===== src/rtl/nea_ram.sv =====
// ----------------------------------------------------------------------------
// nea_ram
// Generic single-clock RAM, one write port, one read port, registered read.
// ----------------------------------------------------------------------------
`default_nettype none

module nea_ram #(
  parameter int unsigned WIDTH = 64,
  parameter int unsigned DEPTH = 44,
  localparam int unsigned AddrW = $clog2(DEPTH)
) (
  input  wire logic             clk_i,
  input  wire logic             we_i,
  input  wire logic [AddrW-1:0] waddr_i,
  input  wire logic [WIDTH-1:0] wdata_i,
  input  wire logic             re_i,
  input  wire logic [AddrW-1:0] raddr_i,
  output logic      [WIDTH-1:0] rdata_o
);

  logic [WIDTH-1:0] mem_q [DEPTH];
  logic [WIDTH-1:0] rdata_q;

  always_ff @(posedge clk_i) begin
    if (we_i) begin
      mem_q[waddr_i] <= wdata_i;
    end
    if (re_i) begin
      rdata_q <= mem_q[raddr_i];
    end
  end

  assign rdata_o = rdata_q;

endmodule

`default_nettype wire


===== config.mk =====
export PLATFORM = sky130hd
export DESIGN_NAME = nea_ram
export DESIGN_NICKNAME = d
export VERILOG_FILES = /design/src/rtl/nea_ram.sv
export SDC_FILE = /design/constraint.sdc
export NUM_CORES = 2
export LEC_CHECK = 0
export BUFFER_PORTS_ARGS = -buffer_cell sky130_fd_sc_hd__buf_4
export CAP_MARGIN = 30
export CELL_PAD_IN_SITES_DETAIL_PLACEMENT = 0
export CELL_PAD_IN_SITES_GLOBAL_PLACEMENT = 1
export CORE_ASPECT_RATIO = 0.75
export CORE_UTILIZATION = 30
export DETAILED_ROUTE_END_ITERATION = 6
export GPL_TIMING_DRIVEN = 0
export PLACE_DENSITY = 0.49
export SLEW_MARGIN = 20
export SYNTH_ARGS = -nofsm -noshare
export SYNTH_HDL_FRONTEND = slang
export SYNTH_SLANG_ARGS = --single-unit

===== constraint.sdc =====
create_clock -name clk_i -period 8.1 [get_ports clk_i]
set_clock_uncertainty 0.2 [all_clocks]
set_input_delay 0 -clock clk_i [delete_from_list [all_inputs] [get_ports clk_i]]
set_output_delay 0 -clock clk_i [all_outputs]
set_load 0.005 [all_outputs]

==> results.json <==
{
  "synth.distinct_cells": 39,
  "synth-simple-area-share": 0.0246,
  "synthMuxAreaShare": 0.156,
  "endpoint_kind": "register",
  "met1_length_um": 170000,
  "synth_top_area_frac": 0.790,
  "nets": 5913,
  "fin_hold_ws_ns": 0.0353,
  "hold_class": "in2reg",
  "drt_iter0_drc": 6724,
  "leakagePower_nw": 42.6,
  "cts_tree": "done",
  "rsz0062_at_grt": "false",
  "vias_per_cell": 5.11,
  "wl_met3_um": 23400,
  "synth_fa_ha_area_frac": 0,
  "wl_met2_um": 146000,
  "finalMaxSlewViolations": 0,
  "grt_use_total": 0.185,
  "place_hpwl_um": 242000,
  "drive_above_1_share": 0.290,
  "n_fill_cell": 33000,
  "synth_top_family_by_area": "multiplexers",
  "synth_cells": 4899,
  "timing.final.crit_share": 0.523,
  "numCtsBuffers": 305,
  "rows": 191,
  "initial_core_util": 0.302,
  "synth-compound-area-share": 0.0156,
  "path_clk_slew_ns": 0.06,
  "dieHeight_um": 525,
  "clock-root-buffer": "clkbuf_16",
  "grt_max_degree": 45,
  "tightest_slew_ns": 1.05,
  "clk_latency_ns": 0.88,
  "route.top_layer_used": "met5",
  "ys_seq_area_frac": 0.790,
  "clock_sinks": 2880,
  "hold_violations": 0,
  "routed_wl_um": 345000,
  "required_ns": 8.48,
  "htreeDepth": 5,
  "multi_input_area_sq_mm": 0.0218,
  "clockBufferDepth": 4,
  "die_w_um": 700,
  "routedWlPerCell_um": 31.7,
  "synthesis.area_sq_mm": 0.109,
  "io_pins": 143,
  "grt_overflow": 0,
  "fmax_mhz": 236,
  "antenna_found_initial": 27,
  "synth.area.top_cells": "edfxtp_1 (79%), mux4_2 (14%), mux2i_1 (1.5%)",
  "outcome": "complete, no violations",
  "drt_drc_violations_left": 0,
  "period_minus_slack_ns": 4.23,
  "portBuffers": 138,
  "yosysTopAreaCell": "edfxtp_1",
  "maxCapViolations": 0,
  "relSlewSlack": 0.298,
  "synth-xor-area-share": 0,
  "place.gp.congestion": 0.725,
  "ys_ff_latch": 2880,
  "grt_pass1_wl_um": 474000,
  "start_kind": "input pin",
  "via_count": 55700,
  "setup_viol": 0,
  "path_max_fanout": 12,
  "dieArea_sq_mm": 0.367,
  "synth_warnings": 0,
  "vdd_drop_max_uv": 163,
  "area_growth_pct": 22.3,
  "arrival_ns": 4.62,
  "dr.pass1.iters": 5,
  "grt_pass1_vias": 56400,
  "core_sq_mm": 0.362,
  "power-per-cell-area_mw_per_mm2": 239,
  "ant_nets": 0,
  "syn_nets": 4978,
  "cts_resized": 0,
  "worstSetupPathType": "in2reg",
  "postSynthAreaPerCell_sq_um": 22.3,
  "power_mw": 32.1,
  "regArea_sq_mm": 0.0865
}
[worst max-delay path, stage by stage]
cell and delay (ns):
clkbuf_1 0.24, inv_1 0.67, buf_2 0.79, clkbuf_2 0.48, buf_12 0.25, buf_2 0.49, buf_2 0.63, nand3_1 0.23
a31oi_1 0.54, o21ai_1 0.15
[kinds of logic (layout without fill, tap and decap cells)]
logic type	after synthesis	in the layout
buffers and inverters	276	1436
AND/OR/NAND/NOR	611	611
other	0	19
flip-flops	2880	2880
multiplexers	852	852
AO/OA/AOI/OAI	280	280
[stage by stage]
step,instance area [sq um],setup slack [ns],cells,util,TNS [ns]
3_3_place_gp,117000,-10.93,9862,0.322,-4898.79
2_1_floorplan,109000,0.984,4899,-,0
5_1_grt,134000,3.90,10900,0.370,0
4_1_cts,134000,3.98,10900,0.369,0
6_report,134000,3.87,10900,0.370,0
3_5_place_dp,122000,3.07,10100,0.336,0
[power by group]
part / leakage, nW / switching [mW] / internal [mW]
combinational: 12.0 / 1.12 / 0.696
sequential: 26.0 / 0.0353 / 16.5
clock: 4.63 / 5.89 / 7.78
[cell usage in the layout, fill, tap and decap left out, types with 38 or more instances in the layout]
cell type,Yosys,routed
edfxtp_1,2880,2880
mux4_2,684,684
nand2_1,351,351
clkbuf_16,0,310
buf_4,29,225
buf_12,0,185
mux2i_1,167,167
clkbuf_1,127,161
dlygate4sd3_1,0,144
nand3_1,110,110
buf_6,42,77
clkinv_1,1,75
o21ai_0,64,64
o22ai_1,63,63
a31oi_1,63,63
buf_2,39,62
clkinv_2,0,47
buf_16,0,47
and3_1,42,42
o21ai_1,42,42
nor2_4,0,38
[final timing paths]
check	startpoint	slack (ns)	to	cells after the start
worst max-delay path	raddr_i[3]	3.87	rdata_o[59]	10
worst min-delay path	wdata_i[3]	0.04	mem_q[11][3]	2
worst max register to register	mem_q[4][60]	5.47	rdata_o[60]	6
worst min register to register	mem_q[42][63]	0.62	rdata_o[63]	3
[layout make-up]
type,instances,share of cell area
inverter,3,0.0000841
sequential,2880,0.646
clock buffer,363,0.0594
multi-input combinational,1743,0.163
timing repair buffer,628,0.0633
tap,4825,0.0451
antenna,19,0.000355
buffer,273,0.0115
clock inverter,169,0.0111
[Yosys cell counts]
cell type  count
edfxtp_1    2880
mux4_2       684
nand2_1      351
mux2i_1      167
clkbuf_1     127
nand3_1      110
nor2_1        64
o21ai_0       64
a31oi_1       63
o22ai_1       63
and3_1        42
buf_6         42
o21ai_1       42
buf_2         39
buf_1         36
buf_4         29
o211ai_1      21
a221oi_1      20
or3b_1        20
nand2b_1       6
nor2b_1        5
nor3_1         5
inv_1          2
or3_1          2
a211o_1        1
a211oi_1       1
a21oi_1        1
a22oi_1        1
and2_1         1
clkinv_1       1
mux2_2         1
nand3b_1       1
nand4_1        1
nor4_1         1
o221ai_1       1
o311ai_0       1
o31ai_1        1
or2_2          1
or3b_2         1
[sequential cells by signal, summed over array words and instances, names as in the netlist]
| register | flops |
|---|---|
| mem_q | 2816 |
| rdata_o | 64 |
[timing repair]
action	in CTS	in global routing
hold buffers	200	0
hold endpoints to repair	4111	0
endpoints found under the setup margin	0	0
setup buffers	0	0
[metal layers]
metal | track usage | up-vias
met2 | 0.264 | 2077
met5 | 0 | -
met3 | 0.0305 | 376
met4 | 0.0317 | 8
met1 | 0.299 | 30700
li1 | - | 22500
Power figures use the tool's default switching activity.
