$ cat src/rtl/nea_pkg.sv
// ----------------------------------------------------------------------------
// nea_pkg
// Shared types and constants of the normal equations accumulator.
// ----------------------------------------------------------------------------
`default_nettype none

package nea_pkg;

  localparam int unsigned NeaMaxColumns = 8;
  localparam int unsigned ElemW         = 24;
  localparam int unsigned SumW          = 64;
  localparam int unsigned ProdW         = 2 * ElemW;
  localparam int unsigned ColsW         = 4;
  localparam int unsigned IdxW          = 3;

  // One input row: matrix elements, source value and end-of-run mark.
  typedef struct packed {
    logic signed [ElemW-1:0] elem_0;
    logic signed [ElemW-1:0] elem_1;
    logic signed [ElemW-1:0] elem_2;
    logic signed [ElemW-1:0] elem_3;
    logic signed [ElemW-1:0] elem_4;
    logic signed [ElemW-1:0] elem_5;
    logic signed [ElemW-1:0] elem_6;
    logic signed [ElemW-1:0] elem_7;
    logic signed [ElemW-1:0] source_value;
    logic                    last_row;
  } nea_in_t;

  // One emitted accumulator entry.
  typedef struct packed {
    logic [IdxW-1:0]        row_index;
    logic [IdxW-1:0]        col_index;
    logic                   is_rhs;
    logic signed [SumW-1:0] sum_value;
    logic                   final_entry;
  } nea_out_t;

  // Walker position.
  typedef struct packed {
    logic [IdxW-1:0] row;
    logic [IdxW-1:0] col;
    logic            is_rhs;
    logic            last;
  } nea_pos_t;

  // Walker control.
  typedef struct packed {
    logic start;
    logic advance;
  } nea_walk_ctrl_t;

  typedef enum logic [4:0] {
    ST_IDLE    = 5'b00001,
    ST_ACC     = 5'b00010,
    ST_DRAIN   = 5'b00100,
    ST_EMIT_RD = 5'b01000,
    ST_EMIT_WR = 5'b10000
  } nea_state_e;

endpackage

`default_nettype wire

$ cat src/rtl/nea_mac.sv
// ----------------------------------------------------------------------------
// nea_mac
// Registered 24x24 signed multiply, then saturating 64-bit accumulate.
// ----------------------------------------------------------------------------
`default_nettype none

module nea_mac
  import nea_pkg::*;
(
  input  wire logic                   clk_i,
  input  wire logic signed [ElemW-1:0] a_i,
  input  wire logic signed [ElemW-1:0] b_i,
  input  wire logic signed [SumW-1:0]  old_i,
  output logic signed [SumW-1:0]       sum_o
);

  logic signed [ProdW-1:0] prod_q;
  logic signed [SumW:0]    wide;

  always_ff @(posedge clk_i) begin
    prod_q <= a_i * b_i;
  end

  always_comb begin
    wide = {old_i[SumW-1], old_i} + (SumW+1)'(prod_q);
    if (wide[SumW] != wide[SumW-1]) begin
      // overflow: clamp toward the sign of the true sum
      sum_o = wide[SumW] ? {1'b1, {(SumW-1){1'b0}}} : {1'b0, {(SumW-1){1'b1}}};
    end else begin
      sum_o = wide[SumW-1:0];
    end
  end

endmodule

`default_nettype wire

$ cat config.mk
export PLATFORM = sky130hd
export DESIGN_NAME = nea_mac
export DESIGN_NICKNAME = d
export VERILOG_FILES = /design/src/rtl/nea_pkg.sv /design/src/rtl/nea_mac.sv
export SDC_FILE = /design/constraint.sdc
export NUM_CORES = 2
export LEC_CHECK = 0
export ABC_AREA = 1
export BUFFER_PORTS_ARGS = -buffer_cell sky130_fd_sc_hd__buf_4
export CAP_MARGIN = 20
export CELL_PAD_IN_SITES_DETAIL_PLACEMENT = 1
export CELL_PAD_IN_SITES_GLOBAL_PLACEMENT = 1
export CORE_MARGIN = 2
export CORE_UTILIZATION = 30
export DETAILED_ROUTE_END_ITERATION = 8
export PLACE_DENSITY_LB_ADDON = 0.12
export SLEW_MARGIN = 10
export SYNTH_ARGS = -nofsm -noshare
export SYNTH_HDL_FRONTEND = slang
export SYNTH_SLANG_ARGS = --single-unit
$ cat constraint.sdc
create_clock -name clk_i -period 13 [get_ports clk_i]
set_input_delay 0.65 -clock clk_i [delete_from_list [all_inputs] [get_ports clk_i]]
set_output_delay 0.65 -clock clk_i [all_outputs]
set_load 0.01 [all_outputs]
==> summary.md <==
| Metric | Value |
|---|---|
| Final #Nets | `slightly above 5000` |
| RSZ-0062 raised after global routing | `no` |
| Post-cts resize count | `0` |
| Met2 Use GR | `36.8%` |
| Gr ovfl total | `0` |
| Period minus WS final | `between 7 and 8 ns` |
| Required time of the worst setup path | `about 13 ns` |
| Yosys reg bits | `48` |
| Sequential area share after synthesis | `around 3.3%` |
| Worst-Margin Slew | `0.866 ns` |
| Count leader, synth | `nand2_1` |
| Busiest layer in global routing | `met2` |
| Vias in the first global route | `about 28000` |
| Leading area contributor after synthesis | `fa_1` |
| Max FO, Critical Path | `24` |
| Maxcap violations | `0` |
| Hold Path Depth | `3` |
| Final Hold Viols | `0` |
| Yosys top cell area share | `about two fifths` |
| Number of I/O pins | `177` |
| Post-CTS Setup Inserts | `0` |
| Crit path DAT | `about 7.5 ns` |
| Crit share post-route | `approximately 56%` |
| Max reg flops | `48` |
| Ys async rst share | `0%` |
| Worst Hold Launch | `b_i[0]` |
| Crit path kind | `in2reg` |
| Critical Path, Cell by Cell | `buf_4, nand2_1, inv_1, fa_1, inv_1, fa_1, inv_1, fa_1, inv_1, fa_1, fa_1, fa_1, fa_1, inv_1, ha_1, nand2_1, nor2_1, inv_1, nor4_1, nand3_1, nand3_1, xor2_1` |
| Synth warnings | `0` |
| Syn-to-layout area delta | `8.90%` |
| Clock sink total | `48` |
| Core Area | `between 90000 and 100000 sq um` |
| Mapped Avg Cell Area | `about 7 sq um` |
| Post-synth EDFFs | `0` |
| FP Rows | `about 110` |
| Layout cell share with drive strength beyond 1 | `between 6 and 7%` |
| Final setup viols | `0` |
| Met1 Track Usage GR | `28.9%` |
| Critical-path top delay cell | `fa_1` |
| Antenna diodes | `0` |
| Setup TNS | `0 ns` |
| Via count | `about 25000` |
| Reg clk slew, reported paths | `approximately 0.070 ns` |
| GPL Wtd Cong | `around 0.89` |
| Fin. max-slew vios | `0` |
| Most area-consuming cells after synthesis | `fa_1 42%, nand2_1 16%, inv_1 15%, ha_1 8.5%, dfxtp_1 3.3%` |
| 1st-pass router iterations | `4` |
| CP peak stage delay | `0.90 ns` |
| Die Wd | `roughly 320 um` |
| Hold_ws | `roughly 0.77 ns` |
| Grt met3 use | `under 10%` |
| Die height | `~320 um` |
| Min-Delay Endpoint | `prod_q[0]$_DFF_P_` |
| Port bufs | `between 150 and 200` |
| Leading registers by flop count | `prod_q (48)` |
| Status | `completed` |
| Yosys cell types | `40` |
| Htree depth | `2` |
| DRC | `0` |
| Detail Placement HPWL | `89400 um` |
| GRT Total Usage | `between 20% and 30%` |
| CP startpoint kind | `primary input` |
| Via-per-instance ratio | `between 4 and 5` |
| Mapped cell area | `between 20000 and 30000 sq um` |
| Worst path most repeated cell | `fa_1` |
| Initial antenna violation count | `0` |
| Fmax | `approximately 0.14 GHz` |
| Synth Flop Type | `dfxtp_1` |
| Clk buf depth | `2` |
| Post-Syn Nets | `around 5000` |
| Cells after DPL | `5454` |
| Num CTS Buffers | `5` |
| Cell count after synthesis | `around 4100` |
| Worst setup EP type | `flip-flop` |
| Die ar. | `100000 sq um` |
| Commonest cells post-synth | `1250 x nand2_1, 1173 x inv_1, 608 x fa_1` |
| TritonCTS clock tree | `yes` |
| Largest net degree at the start of global routing | `64` |
| Avg WL per Cell | `18.5 um` |
| Starting Density | `between 30% and 40%` |
| Final std cells w/o fill | `~5500` |
| First-pass GRT wire length | `161000 um` |
| Core Util, Final | `between 30% and 40%` |
| Hold buffers post-CTS | `0` |
| Initial DRC Count | `about 950` |
| Relative slew slack | `between 40% and 50%` |
| Final antenna-violating net count | `0` |
| Hold/Removal Path Class | `in2reg` |
| Drt total wl | `~100000 um` |
| Clock root cell | `clkbuf_16` |
| Largest Register | `prod_q` |
[placed cells by master (no fill, tap or decap), types with 11 or more instances in the layout]
cell type / netlist / final
a21oi_1: 110 / 110
buf_4: 0 / 176
dfxtp_1: 48 / 48
fa_1: 608 / 608
ha_1: 198 / 198
inv_1: 1173 / 1173
nand2_1: 1250 / 1250
nand2_2: 43 / 43
nand3_1: 91 / 91
nand4_1: 23 / 23
nor2_1: 200 / 200
nor3_1: 15 / 15
nor4_1: 12 / 12
o21ai_0: 41 / 41
o21bai_1: 28 / 28
or2_2: 11 / 11
xnor2_1: 17 / 17
xor2_1: 64 / 64
[worst max path at each step]
stage	start	endpoint	slack, ns	depth (start not counted)
after floorplan	a_i[23]	prod_q[42]$_DFF_P_	6.44	22
after global placement	b_i[0]	prod_q[44]$_DFF_P_	5.50	24
final	b_i[6]	prod_q[44]$_DFF_P_	5.76	22
after detailed placement	b_i[0]	prod_q[42]$_DFF_P_	5.47	20
after global routing	b_i[6]	prod_q[44]$_DFF_P_	5.42	22
after CTS	b_i[0]	prod_q[42]$_DFF_P_	5.77	20
[critical path, delay by kind of cell]
| kind | cells | cell delay (ns) |
|---|---|---|
| xor+xnor | 1 | 0.15 |
| buf+inv | 7 | 0.81 |
| fa+ha+maj | 8 | 4.40 |
| simple gates | 6 | 1.42 |
[cell type report]
type	count	area, sq um
fill	12186	64900
multi-input combinational	2772	23400
inverter	1182	4440
tap	1276	1600
timing repair buffer	176	1320
sequential	48	961
clock buffer	6	139
clock inverter	2	10.0
[routing by layer]
| metal | vias up | part of all wire [%] |
|---|---|---|
| met2 | 307 | 48 |
| met4 | 0 | 1.6 |
| met5 | - | 0 |
| met1 | 12394 | 48 |
| li1 | 11844 | - |
| met3 | 63 | 2.3 |
[cell families (layout without fill, tap and decap cells)]
family / after synthesis / count (layout) / synth area share, %
xor+xnor: 81 / 81 / 2.43
buf+inv: 1290 / 1366 / 16.8
fa+ha+maj: 806 / 806 / 50.1
flops: 48 / 48 / 3.29
simple gates: 1670 / 1670 / 23.2
compound gates: 215 / 215 / 4.26
[through the flow]
step                      area, sq um  setup WS, ns
after floorplan                 29200          6.44
after global placement          31700          5.50
after detailed placement        31700          5.47
after CTS                       31800          5.77
after global routing            31800          5.42
final                           31800          5.76
Power is not shown: default switching activity piles up to over one toggle a cycle in this logic, so the estimate is an artifact.
