[src/rtl/nea_pkg.sv]
// ----------------------------------------------------------------------------
// nea_pkg
// Shared types and constants of the normal equations accumulator.
// ----------------------------------------------------------------------------
`default_nettype none

package nea_pkg;

  localparam int unsigned NeaMaxColumns = 8;
  localparam int unsigned ElemW         = 24;
  localparam int unsigned SumW          = 64;
  localparam int unsigned ProdW         = 2 * ElemW;
  localparam int unsigned ColsW         = 4;
  localparam int unsigned IdxW          = 3;

  // One input row: matrix elements, source value and end-of-run mark.
  typedef struct packed {
    logic signed [ElemW-1:0] elem_0;
    logic signed [ElemW-1:0] elem_1;
    logic signed [ElemW-1:0] elem_2;
    logic signed [ElemW-1:0] elem_3;
    logic signed [ElemW-1:0] elem_4;
    logic signed [ElemW-1:0] elem_5;
    logic signed [ElemW-1:0] elem_6;
    logic signed [ElemW-1:0] elem_7;
    logic signed [ElemW-1:0] source_value;
    logic                    last_row;
  } nea_in_t;

  // One emitted accumulator entry.
  typedef struct packed {
    logic [IdxW-1:0]        row_index;
    logic [IdxW-1:0]        col_index;
    logic                   is_rhs;
    logic signed [SumW-1:0] sum_value;
    logic                   final_entry;
  } nea_out_t;

  // Walker position.
  typedef struct packed {
    logic [IdxW-1:0] row;
    logic [IdxW-1:0] col;
    logic            is_rhs;
    logic            last;
  } nea_pos_t;

  // Walker control.
  typedef struct packed {
    logic start;
    logic advance;
  } nea_walk_ctrl_t;

  typedef enum logic [4:0] {
    ST_IDLE    = 5'b00001,
    ST_ACC     = 5'b00010,
    ST_DRAIN   = 5'b00100,
    ST_EMIT_RD = 5'b01000,
    ST_EMIT_WR = 5'b10000
  } nea_state_e;

endpackage

`default_nettype wire

[src/rtl/nea_walk.sv]
// ----------------------------------------------------------------------------
// nea_walk
// Steps through the active accumulator entries: upper Gram triangle row by
// row, then the rhs entries. Produces position and memory address.
// ----------------------------------------------------------------------------
`default_nettype none

module nea_walk
  import nea_pkg::*;
#(
  parameter int unsigned MAX_COLUMNS = NeaMaxColumns,
  localparam int unsigned GramDepth = MAX_COLUMNS * (MAX_COLUMNS + 1) / 2,
  localparam int unsigned Depth     = GramDepth + MAX_COLUMNS,
  localparam int unsigned AddrW     = $clog2(Depth)
) (
  input  wire logic           clk_i,
  input  wire logic           rst_ni,
  input  wire nea_walk_ctrl_t ctrl_i,
  input  wire logic [ColsW-1:0] cols_i,
  output nea_pos_t            pos_o,
  output logic [AddrW-1:0]    addr_o
);

  logic [IdxW-1:0]  row_q, row_d, col_q, col_d;
  logic             rhs_q, rhs_d;
  logic [AddrW-1:0] base_q, base_d;
  logic [ColsW-1:0] row_inc, col_inc;

  always_comb begin
    row_inc = {1'b0, row_q} + ColsW'(1);
    col_inc = {1'b0, col_q} + ColsW'(1);

    pos_o.row    = row_q;
    pos_o.col    = col_q;
    pos_o.is_rhs = rhs_q;
    pos_o.last   = rhs_q && (row_inc == cols_i);

    if (rhs_q) begin
      addr_o = AddrW'(GramDepth) + AddrW'(row_q);
    end else begin
      addr_o = base_q + AddrW'(col_q - row_q);
    end

    row_d  = row_q;
    col_d  = col_q;
    rhs_d  = rhs_q;
    base_d = base_q;
    if (ctrl_i.start) begin
      row_d  = '0;
      col_d  = '0;
      rhs_d  = 1'b0;
      base_d = '0;
    end else if (ctrl_i.advance) begin
      if (rhs_q) begin
        row_d = IdxW'(row_inc);
      end else if (col_inc == cols_i) begin
        if (row_inc == cols_i) begin
          rhs_d = 1'b1;
          row_d = '0;
          col_d = '0;
        end else begin
          // next row starts on its diagonal
          row_d  = IdxW'(row_inc);
          col_d  = IdxW'(row_inc);
          base_d = base_q + AddrW'(MAX_COLUMNS) - AddrW'(row_q);
        end
      end else begin
        col_d = IdxW'(col_inc);
      end
    end
  end

  always_ff @(posedge clk_i or negedge rst_ni) begin
    if (!rst_ni) begin
      row_q  <= '0;
      col_q  <= '0;
      rhs_q  <= 1'b0;
      base_q <= '0;
    end else begin
      row_q  <= row_d;
      col_q  <= col_d;
      rhs_q  <= rhs_d;
      base_q <= base_d;
    end
  end

endmodule

`default_nettype wire

[config.mk]
export PLATFORM = sky130hd
export DESIGN_NAME = nea_walk
export DESIGN_NICKNAME = d
export VERILOG_FILES = /design/src/rtl/nea_pkg.sv /design/src/rtl/nea_walk.sv
export SDC_FILE = /design/constraint.sdc
export NUM_CORES = 1
export LEC_CHECK = 0
export BUFFER_PORTS_ARGS = -buffer_cell sky130_fd_sc_hd__buf_4
export CORE_MARGIN = 3
export CORE_UTILIZATION = 55
export CTS_CLUSTER_DIAMETER = 50
export DETAILED_ROUTE_END_ITERATION = 6
export PLACE_DENSITY = 0.88
export SLEW_MARGIN = 20
export SYNTH_ARGS = -nofsm -noshare
export SYNTH_HDL_FRONTEND = slang
export SYNTH_SLANG_ARGS = --single-unit
[constraint.sdc]
create_clock -name clk_i -period 5.65 [get_ports clk_i]
set_input_delay 0.2825 -clock clk_i [delete_from_list [all_inputs] [get_ports clk_i]]
set_output_delay 0.2825 -clock clk_i [all_outputs]
set_load 0.05 [all_outputs]
==> PnR_summary.wiki, run 1 <==
{| class="wikitable"
! Metric !! Value
|-
| Outcome || complete, no violations
|-
| Clock transition at the register clock pins on the worst setup and hold paths after CTS || 0.08 ns
|-
| Net switching power of the design || 130 uW
|-
| Fillcell total || 199
|-
| Area used by multi-input combinational logic || 940 sq um
|-
| Post-placement setup slack || 2.62 ns
|-
| Antenna Nets Post-Route || 0
|-
| Worst-margin pin slew || 0.803 ns
|-
| Setup bufs post-CTS || 0
|-
| Net count after synthesis || 163
|-
| Number of gates given a new drive strength after cts || 0
|-
| Primary FF master, synth || dfrtp_1
|-
| Placeable core area || 2250 sq um
|-
| Main combinational cell family by area after synthesis || compound AO/OA/AOI/OAI gates
|-
| Via density || 5.95
|-
| Total number of yosys warnings || 0
|-
| Overall track demand over capacity in global routing || 21.3%
|-
| Static Leakage || 0.000710 uW
|-
| Area of the mapped netlist || 1330 sq um
|-
| Number of global-route vias before repair || 1162
|-
| Category of the worst setup path capture point || output port
|-
| Worst Setup Start Kind || flop
|-
| Internal power of the cells || 180 uW
|-
| Maximum count of clock buffers along a single path || 2
|-
| Sequential fraction of design power || 33.4%
|-
| Final wirelength || 2990 um
|-
| Share of synthesized cell area in and, or, nand and nor gates || 13.6%
|-
| Floorplan die height || 55.2 um
|-
| Post-CTS Hold Fix Bufs || 1
|-
| Arr. time, crit path || 3.05 ns
|-
| Switching share of power || 42.0%
|-
| Site Rows || 17
|-
| Count of unique library cells instantiated by Yosys || 45
|-
| Post-route fraction of the period consumed by the critical path || 58.9%
|-
| Share of flip-flops with an asynchronous set or reset || 100%
|-
| Critical Path Fanout Max || 8
|-
| Total count of hold-check failures in the final report || 0
|-
| Effective utilization at floorplan || 59.2%
|-
| Sink Count || 13
|-
| Maximum vdd drop || 0.152 mV
|-
| RSZ-0062 raised after global routing || no
|-
| Clock tree from TritonCTS || done
|-
| Count of port buffers added during placement || 21
|-
| Max-slew violation count || 0
|-
| Mean routed wirelength per cell || 16.3 um
|-
| Fraction of final layout cells with drive strength greater than 1 || 24.4%
|-
| First-pass GRT wire length || 5290 um
|-
| # diodes || 0
|-
| Chip Width || 55.2 um
|-
| Clock Tree Root || clkbuf_4
|-
| Worst Slack Setup Final || 2.32 ns
|-
| Number of DRC markers after the initial detailed-route iteration || 32
|-
| Area share of fa/ha/maj cells after synthesis || 19.5%
|-
| Total of flip-flops plus latches after synthesis || 13
|-
| Commonest cells after routing, fill and taps aside || buf_4, ha_1, a21oi_1, dfrtp_1, inv_1
|-
| Post-synthesis compound-gate area fraction || 21.6%
|-
| Clk pwr share || 18.7%
|-
| EDFF count, synth || 0
|-
| Vias post-DR || 1094
|-
| Post-layout utilization of the core || 67.9%
|-
| Die Area || 3050 sq um
|-
| CTS H-Tree Depth || 1
|-
| TritonCTS Buffers || 3
|-
| DRC viols || 0
|-
| Most common cell after layout, fill and taps aside || buf_4
|-
| Summed negative setup slack over all endpoints || 0 ns
|-
| Power after layout || 310 uW
|-
| Antenna violations before repair || 0
|-
| Share of synthesized area spent on multiplexers || 3.28%
|-
| Minimum period implied by the final worst setup slack || 3.33 ns
|-
| Worst slew margin relative to its limit || 46.3%
|-
| DP Wirelength || 2400 um
|-
| Clock latency on the worst-skew pair || 0.28 ns
|-
| Crit path kind || flop to output port
|-
| Number of iterations in the first detailed-routing pass || 4
|-
| Total of max-cap violations || 0
|-
| Layout Nets || 184
|-
| Power density over the cells || 202 nW/um^2
|-
| Number of cells produced by synthesis || 136
|-
| Pin count of the biggest net entering global routing || 15
|-
| Area of all sequential standard cells || 325 sq um
|-
| Achievable Freq || 300 MHz
|-
| # IOs || 22
|-
| Final setup violation count || 0
|-
| RD Place Congestion || 0.801
|-
| Kind of path behind the tightest hold check || input port to flop
|-
| Required time at the worst-slack endpoint || 5.37 ns
|-
| Register area share after synthesis || 24.4%
|-
| Clock skew || 0.00444 ns
|-
| Syn Area/Cell || 9.81 sq um
|-
| XOR/XNOR Fraction of Synth Area || 12.5%
|-
| Total grt overflow || 0
|-
| Synth-to-Final Area Change || 14.8%
|-
| Combinational cell fraction of total power || 47.9%
|}
==> per-stage QoR <==
| step | std cells | cell area (sq um) | hold slack [ns] |
|---|---|---|---|
| floorplan | 136 | 1330 | -0.0131 |
| finish | 184 | 1530 | 0.272 |
| CTS | 184 | 1530 | 0.265 |
| global placement | 179 | 1500 | 0.136 |
| detailed placement | 179 | 1500 | 0.135 |
| global route | 184 | 1530 | 0.276 |
==> critical path: stages, from the launching register on <==
cell,delay (ns)
dfrtp_1,0.49
inv_1,0.08
ha_1,0.19
inv_1,0.08
fa_1,0.46
ha_1,0.29
a21o_1,0.18
a21oi_1,0.21
o21ai_0,0.14
xor3_1,0.18
or2_2,0.27
buf_4,0.19
==> cells in the mapped netlist, types with 2 or more instances <==
library cell / count / area, sq um
mux2_2: 3 / 33.8
nor2_1: 6 / 22.5
nand3_1: 3 / 15.0
fa_1: 3 / 60.1
xor3_1: 2 / 47.6
inv_1: 10 / 37.5
o21bai_1: 2 / 15.0
a21oi_1: 14 / 70.1
nand4_1: 2 / 12.5
dfrtp_1: 13 / 325
nand2_1: 8 / 30.0
xor2_1: 7 / 61.3
ha_1: 16 / 200
buf_4: 2 / 15.0
o21ai_0: 5 / 25.0
clkbuf_1: 3 / 11.3
a21o_1: 6 / 45.0
xnor2_1: 4 / 35.0
==> state kept, by name, indices dropped and copies added, names as in the netlist <==
name / flops
row_q: 3
base_q: 6
col_q: 3
rhs_q: 1
==> power groups by stage <==
stage	clock, uW	combinational [uW]	sequential (uW)
6_report	58.0	148	103
5_1_grt	63.4	160	104
4_1_cts	59.8	150	103
3_5_place_dp	0	149	105
3_3_place_gp	0	143	105
2_1_floorplan	0	102	112
==> worst paths after layout <==
path	end	from	slack, ns	cells after the start
min in group asynchronous	row_q[0]	rst_ni	0.39	2
max in group asynchronous	base_q[0]	rst_ni	5.10	2
hold reg to reg	base_q[5]	base_q[5]	0.59	2
setup / recovery	addr_o[5]	col_q[0]	2.32	11
setup reg to reg	base_q[0]	col_q[0]	3.12	6
hold / removal	col_q[1]	ctrl_i[1]	0.27	2
==> layer usage <==
layer	share of wire, %	global-route usage, %
met3	3.9	1.64
met5	0	0
met4	1.5	7.99
met2	50	35.5
met1	45	28.6
==> area by class of cell <==
cell class                      instances  area share [%]
Sequential cell                        13            21.2
Timing Repair Buffer                   22            10.9
Multi-Input combinational cell        107            61.4
Tap cell                               28            2.29
Inverter                               10            2.45
Clock buffer                            4            1.72
==> cell families (layout without fill, tap and decap cells) <==
group / Yosys count / after routing
compound gates: 39 / 39
xor+xnor: 14 / 14
fa+ha+maj: 19 / 19
buf+inv: 16 / 36
flops: 13 / 13
mux: 4 / 4
simple gates: 31 / 31
No activity file was read; power rests on OpenSTA's default activity.
==> run 2: changes to the inputs <==
Clock period 5.65 ns to 3.1 ns, I/O delays scaled along.
==> PnR_summary.wiki, run 2 (synthesized netlist as in run 1, its figures left out) <==
{| class="wikitable"
! Metric !! Value
|-
| Pin count of the biggest net entering global routing || 15 (unchanged)
|-
| Power density over the cells || 370 nW/um^2 (+83%)
|-
| Final wirelength || 3370 um (+13%)
|-
| Switching share of power || 42.6% (+0.64 points)
|-
| Clock transition at the register clock pins on the worst setup and hold paths after CTS || 0.09 ns (about the same)
|-
| Static Leakage || 0.000748 uW (+5.4%)
|-
| Clock Tree Root || clkbuf_4
|-
| Minimum period implied by the final worst setup slack || 2.97 ns
|-
| Final setup violation count || 0 (unchanged)
|-
| Arr. time, crit path || 2.81 ns (-0.24 ns)
|-
| Post-layout utilization of the core || 71.3% (+3.3 points)
|-
| Layout Nets || 191 (+3.8%)
|-
| Fraction of final layout cells with drive strength greater than 1 || 30.7% (+6.3 points)
|-
| CP startpoint || col_q[0]
|-
| Clock latency on the worst-skew pair || 0.29 ns (about the same)
|-
| Combinational cell fraction of total power || 49.9% (+2.0 points)
|-
| Sink Count || 13 (unchanged)
|-
| Overall track demand over capacity in global routing || 23.8% (+2.5 points)
|-
| RD Place Congestion || 0.835 (+4.2%)
|-
| Placeable core area || 2250 sq um (unchanged)
|-
| Maximum count of clock buffers along a single path || 2 (unchanged)
|-
| Kind of path behind the tightest hold check || input port to flop
|-
| First-pass GRT wire length || 5750 um (+8.7%)
|-
| DRC viols || 0 (unchanged)
|-
| Effective utilization at floorplan || 59.2% (unchanged)
|-
| Critical Path Fanout Max || 2 (-6)
|-
| Worst Setup Start Kind || flop
|-
| Fillcell total || 170 (-15%)
|-
| Total of max-cap violations || 0 (unchanged)
|-
| Number of standard cells in the final layout excluding fillers || 191 (+3.8%)
|-
| Vias post-DR || 1151 (+5.2%)
|-
| Max reg flops || 6 (unchanged)
|-
| Clock tree from TritonCTS || done
|-
| Achievable Freq || 337 MHz
|-
| Power after layout || 595 uW (+92%)
|-
| Synth-to-Final Area Change || 20.5%
|-
| Number of iterations in the first detailed-routing pass || 4 (unchanged)
|-
| Max-slew violation count || 0 (unchanged)
|-
| HP Start || ctrl_i[1]
|-
| Total grt overflow || 0 (unchanged)
|-
| Floorplan die height || 55.2 um (unchanged)
|-
| Worst-margin pin slew || 0.745 ns (-0.0579 ns)
|-
| Registers with the highest flip-flop counts || base_q (6), col_q (3), row_q (3)
|-
| Number of DRC markers after the initial detailed-route iteration || 35 (+9.4%)
|-
| Die Area || 3050 sq um (unchanged)
|-
| Total count of hold-check failures in the final report || 0 (unchanged)
|-
| Commonest cells after routing, fill and taps aside || buf_4, ha_1, a21oi_1, dfrtp_1, inv_1
|-
| Internal power of the cells || 341 uW (+90%)
|-
| Antenna Nets Post-Route || 0 (unchanged)
|-
| Via density || 6.03 (+1.4%)
|-
| Mean routed wirelength per cell || 17.6 um (+8.5%)
|-
| Post-route fraction of the period consumed by the critical path || 95.7%
|-
| Outcome || complete, no violations
|-
| Clock skew || 0.00779 ns (+0.00335 ns)
|-
| Net switching power of the design || 254 uW (+95%)
|-
| Antenna violations before repair || 0 (unchanged)
|-
| Maximum vdd drop || 0.254 mV (+68%)
|-
| Count of port buffers added during placement || 21 (unchanged)
|-
| Top reg by flops || base_q
|-
| CTS H-Tree Depth || 1 (unchanged)
|-
| # diodes || 0 (unchanged)
|-
| Placed cell count || 183 (+2.2%)
|-
| Chip Width || 55.2 um (unchanged)
|-
| Required time at the worst-slack endpoint || 2.94 ns (-2.43 ns)
|-
| TritonCTS Buffers || 3 (unchanged)
|-
| Sequential fraction of design power || 31.2% (-2.2 points)
|-
| Most common cell after layout, fill and taps aside || buf_4
|-
| Category of the worst setup path capture point || output port
|-
| Site Rows || 17 (unchanged)
|-
| Crit path kind || flop to output port
|-
| Clk pwr share || 18.9% (+0.2 points)
|-
| # IOs || 22 (unchanged)
|-
| DP Wirelength || 2440 um (+1.5%)
|-
| Worst slew margin relative to its limit || 50.3% (+4.0 points)
|-
| Launch point of the worst reg-to-reg path || col_q[0]
|-
| Number of global-route vias before repair || 1181 (+1.6%)
|}
[run 2: layout make-up]
class / count / area, sq um / area share (%)
inverter: 10 / 37.5 / 2.34
timing repair buffer: 29 / 224 / 13.9
clock buffer: 4 / 26.3 / 1.64
tap: 28 / 35.0 / 2.18
sequential: 13 / 327 / 20.3
multi-input combinational: 107 / 957 / 59.6
[run 2: timing repair]
action	4_1_cts	5_1_grt
endpoints found under the hold margin	13	0
setup endpoints to repair	1	1
buffers inserted	0	3
hold buffers	1	0
gates resized for setup	1	5
pin swaps	0	3
cloned	0	0
[run 2: metal layers]
layer	GRT usage [%]	up-vias	wire length [um]
li1	-	542	-
met1	31.1	566	1370
met2	39.9	34	1740
met3	3.27	9	182
met4	8.68	0	76
met5	0	-	0
[run 2: path summary, 6_finish.rpt]
kind	end	slack, ns	depth (start not counted)
setup / recovery	addr_o[5]	0.13	11
hold / removal	col_q[1]	0.14	2
setup reg to reg	row_q[0]	0.46	7
hold reg to reg	base_q[2]	0.56	2
max in group asynchronous	row_q[1]	2.69	2
min in group asynchronous	col_q[0]	0.24	2
[run 2: through the flow]
stage | hold WS [ns] | TNS (ns) | worst slack (ns) | area (sq um)
finish | 0.137 | 0 | 0.134 | 1610
global route | 0.130 | -0.00771 | -0.00771 | 1610
CTS | 0.132 | 0 | 0.00843 | 1570
detailed placement | 0.0117 | 0 | 0.309 | 1530
global placement | 0.00834 | 0 | 0.407 | 1530
floorplan | -0.141 | -0.0204 | -0.0204 | 1340
[run 2: power groups by stage]
| stage | Clock, uW | Combinational (uW) | Sequential (uW) |
|---|---|---|---|
| 2_1_floorplan | 0 | 187 | 205 |
| 3_3_place_gp | 0 | 270 | 187 |
| 3_5_place_dp | 0 | 279 | 189 |
| 4_1_cts | 112 | 284 | 185 |
| 5_1_grt | 123 | 319 | 187 |
| 6_report | 113 | 297 | 186 |
[run 2: critical path: stages (launching register included)]
cell and delay [ns]:
dfrtp_1 0.36, inv_1 0.05, ha_1 0.18, inv_1 0.10, fa_1 0.45, ha_1 0.29, a21o_1 0.19, a21oi_2 0.16
o21ai_0 0.12, xor3_1 0.18, or2_2 0.29, buf_6 0.16
==> run 3: changes to the inputs <==
Settings changed: CELL_PAD_IN_SITES_DETAIL_PLACEMENT set to 1, CELL_PAD_IN_SITES_GLOBAL_PLACEMENT set to 2, CORE_UTILIZATION 55 to 35, PLACE_DENSITY 0.88 to 0.89.
==> PnR_summary.wiki, run 3 (synthesized netlist as in run 1, its figures left out) <==
{| class="wikitable"
! Metric !! Value
|-
| Outcome || complete, no violations
|-
| Commonest cells after routing, fill and taps aside || buf_4, ha_1, a21oi_1, dfrtp_1, inv_1
|-
| Layout Nets || 190 (-0.52%)
|-
| Most common cell after layout, fill and taps aside || buf_4
|-
| Maximum vdd drop || 0.144 mV (-43%)
|-
| RSZ-0062 raised after global routing || no
|-
| Arr. time, crit path || 2.76 ns (-0.05 ns)
|-
| Placed cell count || 202 (+10%)
|-
| Power density over the cells || 388 nW/um^2 (+4.9%)
|-
| Category of the worst setup path capture point || output port
|-
| First-pass GRT wire length || 5910 um (+2.6%)
|-
| Via density || 5.41 (-10%)
|-
| Registers with the highest flip-flop counts || base_q (6), col_q (3), row_q (3)
|-
| Die Area || 4590 sq um (+50%)
|-
| Clock skew || 0.00332 ns (-0.00447 ns)
|-
| Total of max-cap violations || 0 (unchanged)
|-
| Count of cells along the worst register-to-register path || 7 (unchanged)
|-
| # diodes || 0 (unchanged)
|-
| Launch point of the worst reg-to-reg path || col_q[1]
|-
| Number of global-route vias before repair || 1191 (+0.85%)
|-
| Worst slew margin relative to its limit || 51.8% (+1.5 points)
|-
| Summed negative setup slack over all endpoints || 0 ns (unchanged)
|-
| Reg-to-Reg End || base_q[0]
|-
| Antenna Nets Post-Route || 0 (unchanged)
|-
| Number of standard cells in the final layout excluding fillers || 208 (+8.9%)
|-
| Internal reg-to-reg setup slack || 0.49 ns (+0.03 ns)
|-
| Achievable Freq || 343 MHz (+1.6%)
|-
| Clock tree from TritonCTS || done
|-
| Pin count of the biggest net entering global routing || 15 (unchanged)
|-
| Total grt overflow || 0 (unchanged)
|-
| Clock transition at the register clock pins on the worst setup and hold paths after CTS || 0.06 ns (-0.03 ns)
|-
| Post-route fraction of the period consumed by the critical path || 94.1% (-1.6 points)
|-
| Post-route standard cell area excluding fillers || 1640 sq um (+1.9%)
|-
| Critical Path Fanout Max || 2 (unchanged)
|-
| Crit path kind || flop to output port
|-
| Static Leakage || 0.000752 uW (+0.64%)
|-
| Chip Width || 67.7 um (+23%)
|-
| TritonCTS Buffers || 3 (unchanged)
|-
| Number of DRC markers after the initial detailed-route iteration || 41 (+17%)
|-
| Maximum count of clock buffers along a single path || 2 (unchanged)
|-
| Overall track demand over capacity in global routing || 17.5% (-6.3 points)
|-
| Final wirelength || 3550 um (+5.3%)
|-
| Placeable core area || 3490 sq um (+55%)
|-
| Total count of hold-check failures in the final report || 0 (unchanged)
|-
| Final setup violation count || 0 (unchanged)
|-
| Stage delay of the slowest cell on the critical path || 0.56 ns (+0.11 ns)
|-
| Antenna violations before repair || 0 (unchanged)
|-
| Post-layout utilization of the core || 46.9% (-24 points)
|-
| Number of iterations in the first detailed-routing pass || 4 (unchanged)
|-
| Clock latency on the worst-skew pair || 0.25 ns (-0.04 ns)
|-
| Mean routed wirelength per cell || 17.1 um (-3.3%)
|-
| Top reg by flops || base_q
|-
| Site Rows || 21 (+4)
|-
| Sink Count || 13 (unchanged)
|-
| # IOs || 22 (unchanged)
|-
| CP startpoint || col_q[0]
|-
| RD Place Congestion || 0.824 (-1.3%)
|-
| Kind of path behind the tightest hold check || input port to flop
|-
| DRC viols || 0 (unchanged)
|-
| Vias post-DR || 1126 (-2.2%)
|-
| Floorplan die height || 67.7 um (+23%)
|-
| Minimum period implied by the final worst setup slack || 2.92 ns (-0.0481 ns)
|-
| DP Wirelength || 2820 um (+16%)
|-
| Count of port buffers added during placement || 21 (unchanged)
|-
| Synth-to-Final Area Change || 22.8%
|-
| Worst Setup Start Kind || flop
|-
| Worst-margin pin slew || 0.723 ns (-0.0227 ns)
|-
| CTS H-Tree Depth || 1 (unchanged)
|-
| Max-slew violation count || 0 (unchanged)
|-
| Critical path endpoint || addr_o[5]
|-
| Fraction of final layout cells with drive strength greater than 1 || 30.2% (-0.43 points)
|-
| Post-detailed-placement cell area || 1560 sq um (+2.0%)
|-
| Fillcell total || 400 (+140%)
|-
| Max reg flops || 6 (unchanged)
|-
| CP max-delay cell || fa_1
|-
| Effective utilization at floorplan || 38.2% (-21 points)
|-
| Ordered list of cells on the worst path || inv_1 -> ha_1 -> inv_1 -> fa_1 -> ha_1 -> a21o_1 -> a21oi_2 -> o21ai_1 -> xor3_1 -> or2_2 -> buf_4
|-
| Clock Tree Root || clkbuf_8
|-
| Required time at the worst-slack endpoint || 2.94 ns (about the same)
|}
## run 3: cell types whose count changed in the layout (fill, tap and decap cells not counted)
cell	before	now
clkbuf_1	1	0
clkbuf_4	3	0
clkbuf_8	0	3
o21ai_1	1	2
inv_2	1	0
buf_6	1	0
o21ai_0	4	3
clkinv_2	0	1
inv_1	9	10
## run 3: how the worst min path moves through the flow
stage / startpoint / to / slack [ns] / cells after the start
2_1_floorplan: rst_ni / base_q[0] / -0.14 / 0
3_3_place_gp: rst_ni / row_q[1] / 0.02 / 1
3_5_place_dp: rst_ni / row_q[1] / 0.02 / 1
4_1_cts: ctrl_i[1] / col_q[1] / 0.18 / 2
5_1_grt: ctrl_i[1] / col_q[1] / 0.19 / 2
6_report: ctrl_i[1] / col_q[1] / 0.18 / 2
## run 3: final cells by class
cell class / instances / area (sq um) / area share, %
inverter: 10 / 37.5 / 2.29
sequential: 13 / 327 / 19.9
timing repair buffer: 28 / 213 / 13.0
clock buffer: 3 / 41.3 / 2.52
tap: 46 / 57.6 / 3.51
multi-input combinational: 107 / 957 / 58.4
clock inverter: 1 / 5.00 / 0.306
## run 3: per-stage QoR
step / power, uW / setup WS (ns) / hold WS (ns)
after floorplan: 392 / -0.0204 / -0.141
after global placement: 464 / 0.348 / 0.0154
after detailed placement: 474 / 0.227 / 0.0155
after CTS: 635 / 0.0196 / 0.181
after global routing: 675 / 0.00695 / 0.191
final: 636 / 0.182 / 0.180
## run 3: critical path, delay by kind of cell (launching register included)
family / cells / cell delay (ns)
AOI/OAI and AO/OA: 3 / 0.46
xor gates and xnor gates: 1 / 0.17
adders and majority gates: 3 / 0.92
buffers and inverters: 3 / 0.31
DFF: 1 / 0.38
and+or+nand+nor: 1 / 0.28
## run 3: power by group
group,internal (uW),switching (uW)
clock,88.9,68.3
combinational,114,181
sequential,176,8.02
total,378,258
## run 3: per-layer routing
layer	global-route usage [%]	vias up	part of all wire, %
li1	-	537	-
met1	24.7	557	48
met2	27.7	26	47
met3	1.33	6	3.9
met4	6.33	0	1.3
met5	0	-	0
## run 3: repair_timing
| action | in CTS | in global routing |
|---|---|---|
| setup buffers | 0 | 1 |
| gates resized for setup | 1 | 4 |
| setup endpoints to repair | 1 | 1 |
| hold buffers | 1 | 0 |
| pin swaps | 0 | 1 |
| hold endpoints to repair | 13 | 0 |
